**src/rtl/fwpid_pkg.sv**
```systemverilog
// Shared constants and types for the four-wheel PID speed controller.
package fwpid_pkg;

  localparam int WHEELS         = 4;
  localparam int WHEEL_W        = (WHEELS > 1) ? $clog2(WHEELS) : 1;
  localparam int GAIN_FRAC_BITS = 8;

  localparam int SPEED_W = 17;
  localparam int ERR_W   = SPEED_W + 1;
  localparam int DIFF_W  = ERR_W + 1;
  localparam int SUM_W   = 32;
  localparam int GAIN_W  = 16;
  localparam int LIM_W   = 15;
  localparam int DRIVE_W = 16;

  localparam int P_W   = ERR_W + GAIN_W + 1;
  localparam int D_W   = DIFF_W + GAIN_W + 1;
  localparam int I_W   = SUM_W + GAIN_W + 1;
  localparam int TOT_W = I_W + 1;

  localparam int CFG_IDX_W  = 3;
  localparam int CFG_DATA_W = 16;

  typedef enum logic [CFG_IDX_W-1:0] {
    REG_PROP_GAIN   = 3'd0,
    REG_INTEG_GAIN  = 3'd1,
    REG_DERIV_GAIN  = 3'd2,
    REG_INTEG_LIMIT = 3'd3,
    REG_DRIVE_LIMIT = 3'd4
  } cfg_reg_t;

  localparam logic [GAIN_W-1:0] PROP_GAIN_RST   = 16'd7680;
  localparam logic [GAIN_W-1:0] INTEG_GAIN_RST  = 16'd1280;
  localparam logic [GAIN_W-1:0] DERIV_GAIN_RST  = 16'd2560;
  localparam logic [GAIN_W-1:0] INTEG_LIMIT_RST = 16'd8000;
  localparam logic [LIM_W-1:0]  DRIVE_LIMIT_RST = 15'd9500;

  localparam logic signed [SUM_W-1:0] SUM_MAX = {1'b0, {(SUM_W-1){1'b1}}};
  localparam logic signed [SUM_W-1:0] SUM_MIN = {1'b1, {(SUM_W-1){1'b0}}};

  typedef logic signed [SPEED_W-1:0] speed_t;
  typedef logic signed [ERR_W-1:0]   err_t;
  typedef logic signed [SUM_W-1:0]   sum_t;
  typedef logic signed [DRIVE_W-1:0] drive_t;

endpackage

```
**src/rtl/four_wheel_pid_speed_control.sv**
```systemverilog
// Four-wheel PID speed controller: wheel sequencer, state memory and datapath.
// Wheels go one per cycle, while the output is not stalled, through the shared datapath
//   and the one read and one write port of the per-wheel state memory; a new item is
//   accepted as the last wheel of the previous one leaves the sequencer.
// Reset: gains and limits return to their defaults, per-wheel error history and
//   integral read as zero until written, the channels come up empty.
module four_wheel_pid_speed_control
  import fwpid_pkg::*;
(
  input  logic                  clk,
  input  logic                  rst_n,
  input  logic                  in_valid,
  output logic                  in_stall,
  input  speed_t                in_speed_meas_0,
  input  speed_t                in_speed_meas_1,
  input  speed_t                in_speed_meas_2,
  input  speed_t                in_speed_meas_3,
  input  speed_t                in_speed_goal_0,
  input  speed_t                in_speed_goal_1,
  input  speed_t                in_speed_goal_2,
  input  speed_t                in_speed_goal_3,
  output logic                  out_valid,
  input  logic                  out_stall,
  output drive_t                out_drive_0,
  output drive_t                out_drive_1,
  output drive_t                out_drive_2,
  output drive_t                out_drive_3,
  input  logic                  cfg_valid,
  output logic                  cfg_ready,
  input  logic [CFG_IDX_W-1:0]  cfg_index,
  input  logic [CFG_DATA_W-1:0] cfg_data
);

  logic [GAIN_W-1:0] prop_gain_r, integ_gain_r, deriv_gain_r, integ_limit_r;
  logic [LIM_W-1:0]  drive_limit_r;

  speed_t             meas_buf_r [WHEELS];
  speed_t             goal_buf_r [WHEELS];
  logic               busy_r;
  logic [WHEEL_W-1:0] wheel_r;

  err_t               mem_err [WHEELS];
  sum_t               mem_sum [WHEELS];
  logic [WHEELS-1:0]  mem_vld_r;
  err_t               rd_err_r;
  sum_t               rd_sum_r;

  logic               s1_v_r, s1_last_r, s1_pos_r;
  logic [WHEEL_W-1:0] s1_w_r;
  err_t               s1_err_r;

  logic               s2_v_r, s2_last_r, s2_pos_r;
  logic [WHEEL_W-1:0] s2_w_r;
  err_t               s2_err_r;
  logic signed [DIFF_W-1:0] s2_diff_r;
  sum_t               s2_sum_r;

  logic               s3_v_r, s3_last_r, s3_pos_r;
  logic [WHEEL_W-1:0] s3_w_r;
  logic signed [P_W-1:0] s3_p_r;
  logic signed [D_W-1:0] s3_d_r;
  logic signed [I_W-1:0] s3_i_r;

  logic               s4_v_r, s4_last_r, s4_pos_r;
  logic [WHEEL_W-1:0] s4_w_r;
  logic signed [TOT_W-1:0] s4_tot_r;

  drive_t             asm_r [WHEELS];
  drive_t             out_r [WHEELS];
  logic               out_valid_r;

  logic               adv, s0_last, accept;
  speed_t             s0_meas, s0_goal;
  err_t               s0_err;
  logic               s0_pos;
  logic signed [SUM_W:0]    s1_sum_ext;
  sum_t               s1_sum;
  logic signed [DIFF_W-1:0] s1_diff;
  logic signed [P_W-1:0]    p_sh;
  logic signed [D_W-1:0]    d_sh;
  logic signed [I_W-1:0]    i_sh, i_cl, i_lim;
  logic signed [TOT_W-1:0]  tot, drv_val, lim_ext;
  drive_t             drv;

  assign cfg_ready = 1'b1;
  assign adv       = !(out_valid_r && out_stall);
  assign s0_last   = (wheel_r == WHEEL_W'(WHEELS - 1));
  assign in_stall  = busy_r && !(adv && s0_last);
  assign accept    = in_valid && !in_stall;

  always_ff @(posedge clk) begin
    if (!rst_n) begin
      prop_gain_r   <= PROP_GAIN_RST;
      integ_gain_r  <= INTEG_GAIN_RST;
      deriv_gain_r  <= DERIV_GAIN_RST;
      integ_limit_r <= INTEG_LIMIT_RST;
      drive_limit_r <= DRIVE_LIMIT_RST;
    end else if (cfg_valid && cfg_ready) begin
      case (cfg_index)
        REG_PROP_GAIN:   prop_gain_r   <= cfg_data;
        REG_INTEG_GAIN:  integ_gain_r  <= cfg_data;
        REG_DERIV_GAIN:  deriv_gain_r  <= cfg_data;
        REG_INTEG_LIMIT: integ_limit_r <= cfg_data;
        REG_DRIVE_LIMIT: drive_limit_r <= cfg_data[LIM_W-1:0];
        default: ;
      endcase
    end
  end

  // Input buffer and wheel sequencer
  always_ff @(posedge clk) begin
    if (accept) begin
      meas_buf_r[0] <= in_speed_meas_0;
      meas_buf_r[1] <= in_speed_meas_1;
      meas_buf_r[2] <= in_speed_meas_2;
      meas_buf_r[3] <= in_speed_meas_3;
      goal_buf_r[0] <= in_speed_goal_0;
      goal_buf_r[1] <= in_speed_goal_1;
      goal_buf_r[2] <= in_speed_goal_2;
      goal_buf_r[3] <= in_speed_goal_3;
    end
  end

  always_ff @(posedge clk) begin
    if (!rst_n) begin
      busy_r  <= 1'b0;
      wheel_r <= '0;
    end else if (accept) begin
      busy_r  <= 1'b1;
      wheel_r <= '0;
    end else if (adv && busy_r) begin
      if (s0_last) begin
        busy_r <= 1'b0;
      end else begin
        wheel_r <= wheel_r + 1'b1;
      end
    end
  end

  always_comb begin
    s0_meas = meas_buf_r[wheel_r];
    s0_goal = goal_buf_r[wheel_r];
    s0_err  = {s0_goal[SPEED_W-1], s0_goal} - {s0_meas[SPEED_W-1], s0_meas};
    s0_pos  = !s0_goal[SPEED_W-1] && (s0_goal != '0);
  end

  // State memory: read in stage 0, write back in stage 1, forward on same wheel
  always_ff @(posedge clk) begin
    if (adv && s1_v_r) begin
      mem_err[s1_w_r] <= s1_err_r;
      mem_sum[s1_w_r] <= s1_sum;
    end
    if (adv && busy_r) begin
      if (s1_v_r && (s1_w_r == wheel_r)) begin
        rd_err_r <= s1_err_r;
        rd_sum_r <= s1_sum;
      end else if (!mem_vld_r[wheel_r]) begin
        rd_err_r <= '0;
        rd_sum_r <= '0;
      end else begin
        rd_err_r <= mem_err[wheel_r];
        rd_sum_r <= mem_sum[wheel_r];
      end
    end
  end

  always_ff @(posedge clk) begin
    if (!rst_n) begin
      mem_vld_r <= '0;
    end else if (adv && s1_v_r) begin
      mem_vld_r[s1_w_r] <= 1'b1;
    end
  end

  always_comb begin
    s1_sum_ext = {rd_sum_r[SUM_W-1], rd_sum_r}
               + {{(SUM_W+1-ERR_W){s1_err_r[ERR_W-1]}}, s1_err_r};
    if (s1_sum_ext[SUM_W] != s1_sum_ext[SUM_W-1]) begin
      s1_sum = s1_sum_ext[SUM_W] ? SUM_MIN : SUM_MAX;
    end else begin
      s1_sum = s1_sum_ext[SUM_W-1:0];
    end
    s1_diff = {s1_err_r[ERR_W-1], s1_err_r} - {rd_err_r[ERR_W-1], rd_err_r};
  end

  always_comb begin
    p_sh    = s3_p_r >>> GAIN_FRAC_BITS;
    d_sh    = s3_d_r >>> GAIN_FRAC_BITS;
    i_sh    = s3_i_r >>> GAIN_FRAC_BITS;
    i_lim   = $signed({{(I_W-GAIN_W){1'b0}}, integ_limit_r});
    i_cl    = (i_sh > i_lim) ? i_lim : i_sh;
    tot     = {{(TOT_W-P_W){p_sh[P_W-1]}}, p_sh}
            + {{(TOT_W-D_W){d_sh[D_W-1]}}, d_sh}
            + {{(TOT_W-I_W){i_cl[I_W-1]}}, i_cl};
    drv_val = s4_pos_r ? s4_tot_r : -s4_tot_r;
    lim_ext = $signed({{(TOT_W-LIM_W){1'b0}}, drive_limit_r});
    if (drv_val > lim_ext) begin
      drv = DRIVE_W'(lim_ext);
    end else if (drv_val < -lim_ext) begin
      drv = DRIVE_W'(-lim_ext);
    end else begin
      drv = drv_val[DRIVE_W-1:0];
    end
  end

  // Pipeline control
  always_ff @(posedge clk) begin
    if (!rst_n) begin
      s1_v_r <= 1'b0;
      s2_v_r <= 1'b0;
      s3_v_r <= 1'b0;
      s4_v_r <= 1'b0;
    end else if (adv) begin
      s1_v_r <= busy_r;
      s2_v_r <= s1_v_r;
      s3_v_r <= s2_v_r;
      s4_v_r <= s3_v_r;
    end
  end

  // Pipeline payload
  always_ff @(posedge clk) begin
    if (adv) begin
      s1_w_r    <= wheel_r;
      s1_last_r <= s0_last;
      s1_pos_r  <= s0_pos;
      s1_err_r  <= s0_err;

      s2_w_r    <= s1_w_r;
      s2_last_r <= s1_last_r;
      s2_pos_r  <= s1_pos_r;
      s2_err_r  <= s1_err_r;
      s2_diff_r <= s1_diff;
      s2_sum_r  <= s1_sum;

      s3_w_r    <= s2_w_r;
      s3_last_r <= s2_last_r;
      s3_pos_r  <= s2_pos_r;
      s3_p_r    <= {{(P_W-ERR_W){s2_err_r[ERR_W-1]}}, s2_err_r}
                 * $signed({{(P_W-GAIN_W){1'b0}}, prop_gain_r});
      s3_d_r    <= {{(D_W-DIFF_W){s2_diff_r[DIFF_W-1]}}, s2_diff_r}
                 * $signed({{(D_W-GAIN_W){1'b0}}, deriv_gain_r});
      s3_i_r    <= {{(I_W-SUM_W){s2_sum_r[SUM_W-1]}}, s2_sum_r}
                 * $signed({{(I_W-GAIN_W){1'b0}}, integ_gain_r});

      s4_w_r    <= s3_w_r;
      s4_last_r <= s3_last_r;
      s4_pos_r  <= s3_pos_r;
      s4_tot_r  <= tot;
    end
  end

  // Assemble wheel results and hold the finished item
  always_ff @(posedge clk) begin
    if (adv && s4_v_r) begin
      if (s4_last_r) begin
        for (int k = 0; k < WHEELS; k++) begin
          out_r[k] <= (s4_w_r == WHEEL_W'(k)) ? drv : asm_r[k];
        end
      end else begin
        asm_r[s4_w_r] <= drv;
      end
    end
  end

  always_ff @(posedge clk) begin
    if (!rst_n) begin
      out_valid_r <= 1'b0;
    end else if (adv && s4_v_r && s4_last_r) begin
      out_valid_r <= 1'b1;
    end else if (out_valid_r && !out_stall) begin
      out_valid_r <= 1'b0;
    end
  end

  assign out_valid   = out_valid_r;
  assign out_drive_0 = out_r[0];
  assign out_drive_1 = out_r[1];
  assign out_drive_2 = out_r[2];
  assign out_drive_3 = out_r[3];

endmodule

```
**config.mk**
```make
export PLATFORM = sky130hd
export DESIGN_NAME = four_wheel_pid_speed_control
export DESIGN_NICKNAME = d
export VERILOG_FILES = /design/src/rtl/fwpid_pkg.sv /design/src/rtl/four_wheel_pid_speed_control.sv
export SDC_FILE = /design/constraint.sdc
export NUM_CORES = 2
export LEC_CHECK = 0
export BUFFER_PORTS_ARGS = -buffer_cell sky130_fd_sc_hd__buf_2
export CORE_MARGIN = 2
export CORE_UTILIZATION = 60
export CTS_BUF_LIST = sky130_fd_sc_hd__clkbuf_4
export CTS_CLUSTER_SIZE = 10
export DETAILED_ROUTE_END_ITERATION = 10
export GPL_TIMING_DRIVEN = 0
export PLACE_DENSITY = 0.8
export SYNTH_ARGS = -nofsm -noshare
export SYNTH_HDL_FRONTEND = slang
export SYNTH_SLANG_ARGS = --single-unit
```
**constraint.sdc**
```tcl
create_clock -name clk -period 13.5 [get_ports clk]
set_clock_uncertainty 0.05 [all_clocks]
set_input_delay 1.35 -clock clk [delete_from_list [all_inputs] [get_ports clk]]
set_output_delay 1.35 -clock clk [all_outputs]
set_load 0.1 [all_outputs]
```
==> flow_summary_export.csv <==
group,metric,value,unit
run_status,status,"complete, no violations",
grt,grt_pass1_vias,60300,
detailed_routing,vias,57500,
cts,clk_pin_slew,0.08,ns
final_layout,multi_input_area,0.0488,sq mm
cts,postCtsHoldBufs,0,
final_layout,fin_nets,9784,
cts,cts_resized,0,
worst_setup_path,r2r_cells,24,
sta,finalHoldViolCount,0,
worst_setup_path,path_delay_family,"adder cells",
final_layout,num-fill-cells,10300,
yosys,seq_area_frac_synth,30.9,%
yosys,syn-num-nets,9327,
detailed_routing,wl_met2,104,mm
die,start_util,60.3,%
sta,period_share,69.2,%
sta,worst_slew_pin_slew,1.25,ns
detailed_routing,dr.max_layer_used,"met5",
final_layout,seq_area,0.0248,sq mm
worst_setup_path,cp.required,14.29,ns
detailed_routing,wl_per_cell,22.1,um
yosys,yosys_most_used_dff,"edfxtp_1",
worst_setup_path,crit_type,"register to register",
placed_design,io_buffers,224,
die,pin_count,227,
sta,worst_slack,4.16,ns
worst_setup_path,crit_chain,"clkbuf_1, nand2_1, fa_1, inv_1, fa_1, inv_1, fa_1, inv_1, fa_1, fa_1, inv_1, fa_1, inv_1, ha_1, a21oi_1, o21ai_0, a2bb2oi_1, o31ai_1, o21ai_0, o21ai_0, o41ai_1, nor2_1, a2111oi_0, xnor2_1",
worst_setup_path,slowest_stage,"edfxtp_1",
yosys,netlist.area_leader.share,28.6,%
grt,grt_max_degree,106,
yosys,yosys_register_bits,856,
yosys,ys_warn_count,0,
min_path,holdCritStartpoint,"in_speed_goal_1[6]",
detailed_routing,drtIter0Drc,5100,
placed_design,gp_congestion,1.02,
grt,antenna_found_initial,13,
cts,root_buffer,"clkbuf_4",
worst_setup_path,r2r_start,"s2_diff_r[11]",
worst_setup_path,cp_common_cell,"fa_1",
detailed_routing,wl_met1,83.0,mm
die,die_x,369,um
grt,grt.total_usage,33.2,%
yosys,yosysUniqueCellTypes,87,
cts,clkLatencyLatePin,1.24,ns
yosys,synth.area.top_cells,"edfxtp_1 29%, fa_1 28%, ha_1 7.5%, inv_1 6.8%, nand2_1 4.9%",
die,die_h,369,um
sta,setup_viol,0,
yosys,synth_cells,7556,
worst_setup_path,arrival,10.13,ns
final_layout,drive_gt1_share,8.91,%
min_path,worst_hold_path_type,"input port to register",
detailed_routing,routed_wl,220,mm
worst_setup_path,critPathBufInv,6,
die,die-area,0.136,sq mm
sta,slew_headroom,17.0,%
worst_setup_path,rrSetupSlack,4.16,ns
sta,max_freq,107,MHz
sta,maxSlewViolCount,0,
worst_setup_path,cp-end-kind,"register",
detailed_routing,vias_per_cell,5.76,
worst_setup_path,timing.rr.end,"s3_d_r[35]",
run,max-cap-violations,0,
cts,htreeDepth,4,
yosys,synth_top_area_cell,"edfxtp_1",
detailed_routing,ant_nets,0,
final_layout,area_delta_synth_final,8.23,%
cts,clockBufferDepth,3,
yosys,syn_area,0.0801,sq mm
grt,grt_pass1_wl,341,mm
yosys,synthArstFlopShare,0,%
final_layout,finalInstanceArea,0.0867,sq mm
cts,cts_buffers,208,
grt,grt_overflow_total,0,
cts,cts_tree,"yes",
detailed_routing,drt_pass1_iterations,6,
cts,clock-sinks,856,
sta,rsz0062_at_grt,"no",
placed_design,dpl_cell_area,0.0839,sq mm
yosys,synth_edf_count,763,
sta,fin_tns_setup,0,ns
worst_setup_path,crit_fanout,10,
placed_design,dp_hpwl,176,mm
cts,cts_setup_buffers,0,
min_path,holdPathStages,1,
placed_design,pre_cts_slack,4.29,ns
worst_setup_path,start_kind,"register",
yosys,postSynthAreaPerCell,10.6,sq um
detailed_routing,drc,0,
min_path,worst_hold_path.endpoint,"goal_buf_r[1][6]",
detailed_routing,wl_met3,20.8,mm
die,rows,134,
die,core,0.133,sq mm
worst_setup_path,slowest_delay,0.70,ns
sta,period_needed,9.34,ns
## area by class of cell
cell class / instances / share of cell area [%]
buffer: 301 / 1.33
clock buffer: 314 / 2.72
timing repair buffer: 247 / 1.72
inverter: 1449 / 6.27
tap: 1768 / 2.55
clock inverter: 68 / 0.492
sequential: 856 / 28.6
antenna: 19 / 0.0548
multi-input combinational: 4950 / 56.3
## worst max path at each step
stage	cells after the start	slack [ns]	end	startpoint
final	24	4.16	s3_d_r[35]	s2_diff_r[11]
after global routing	24	3.80	s3_d_r[35]	s2_diff_r[11]
after CTS	24	4.24	s3_d_r[35]	s2_diff_r[11]
after detailed placement	24	4.29	s3_d_r[35]	s2_diff_r[11]
after global placement	6	0.58	register	out_stall
after floorplan	5	1.22	register	out_stall
## logic make-up (layout without fill, tap and decap cells)
family	after synthesis	in the layout	share of synthesized area (%)
buffers and inverters	1750	2379	8.22
multiplexers	113	113	2.75
XOR/XNOR	239	239	2.61
other	1	20	0.00468
AO/OA/AOI/OAI	841	841	6.95
flip-flops	856	856	30.9
AND/OR/NAND/NOR	2128	2128	12.6
adder cells (fa/ha/maj)	1628	1628	35.9
## Yosys cell counts, types with 93 or more instances
master	count
clkbuf_1	280
nor2_1	213
o21ai_0	154
nand2_1	1056
fa_1	1128
inv_1	1447
dfxtp_1	93
and2_1	413
xor2_1	100
xnor2_1	139
ha_1	483
edfxtp_1	763
a21oi_1	199
## through the flow
step                      utilization [%]  cells  hold slack (ns)
after floorplan                         -   7556            0.350
after global placement               62.8   9548            0.351
after detailed placement             63.1   9570            0.355
after CTS                            65.2   9952            0.104
after global routing                 65.2   9963            0.192
final                                65.2   9972            0.224
## worst register-to-register path: stages (launching register included)
cell	delay [ns]
edfxtp_1	0.70
clkbuf_1	0.56
nand2_1	0.18
fa_1	0.58
inv_1	0.06
fa_1	0.53
inv_1	0.05
fa_1	0.49
inv_1	0.05
fa_1	0.48
fa_1	0.58
inv_1	0.07
fa_1	0.55
inv_1	0.05
ha_1	0.35
a21oi_1	0.19
o21ai_0	0.35
a2bb2oi_1	0.25
o31ai_1	0.22
o21ai_0	0.48
o21ai_0	0.30
o41ai_1	0.66
nor2_1	0.12
a2111oi_0	0.56
xnor2_1	0.55
## sequential cells by signal (all words and copies together) (netlist names), 19 cells and up, named ones only
| name | cells |
|---|---|
| mem_sum | 128 |
| meas_buf_r | 68 |
| mem_err | 72 |
| out_r | 64 |
| goal_buf_r | 68 |
| s3_d_r | 28 |
| asm_r | 64 |
| s2_sum_r | 32 |
| s4_tot_r | 50 |
| rd_sum_r | 32 |
| s2_diff_r | 19 |
| s3_i_r | 41 |
| s3_p_r | 27 |
## metal layers
metal  track usage (%)  up-vias
met4              16.4        4
li1                  -    25400
met1              42.1    28700
met2              54.2     2831
met5                 0        -
met3              7.01      562
## cells in the final DEF (no fill, tap or decap), types with 85 or more instances in the layout
cell type and instances:
ha_1 483, buf_2 225, and2_1 413, xnor2_1 139
xor2_1 100, nand2_1 1055, edfxtp_1 763, mux4_2 85
clkbuf_1 280, nor2_1 207, fa_1 1128, a21oi_1 199
o21ai_0 154, clkbuf_4 314, dfxtp_1 93, inv_1 1445
Power is not shown: default switching activity piles up to over one toggle a cycle in this logic, so the estimate is an artifact.
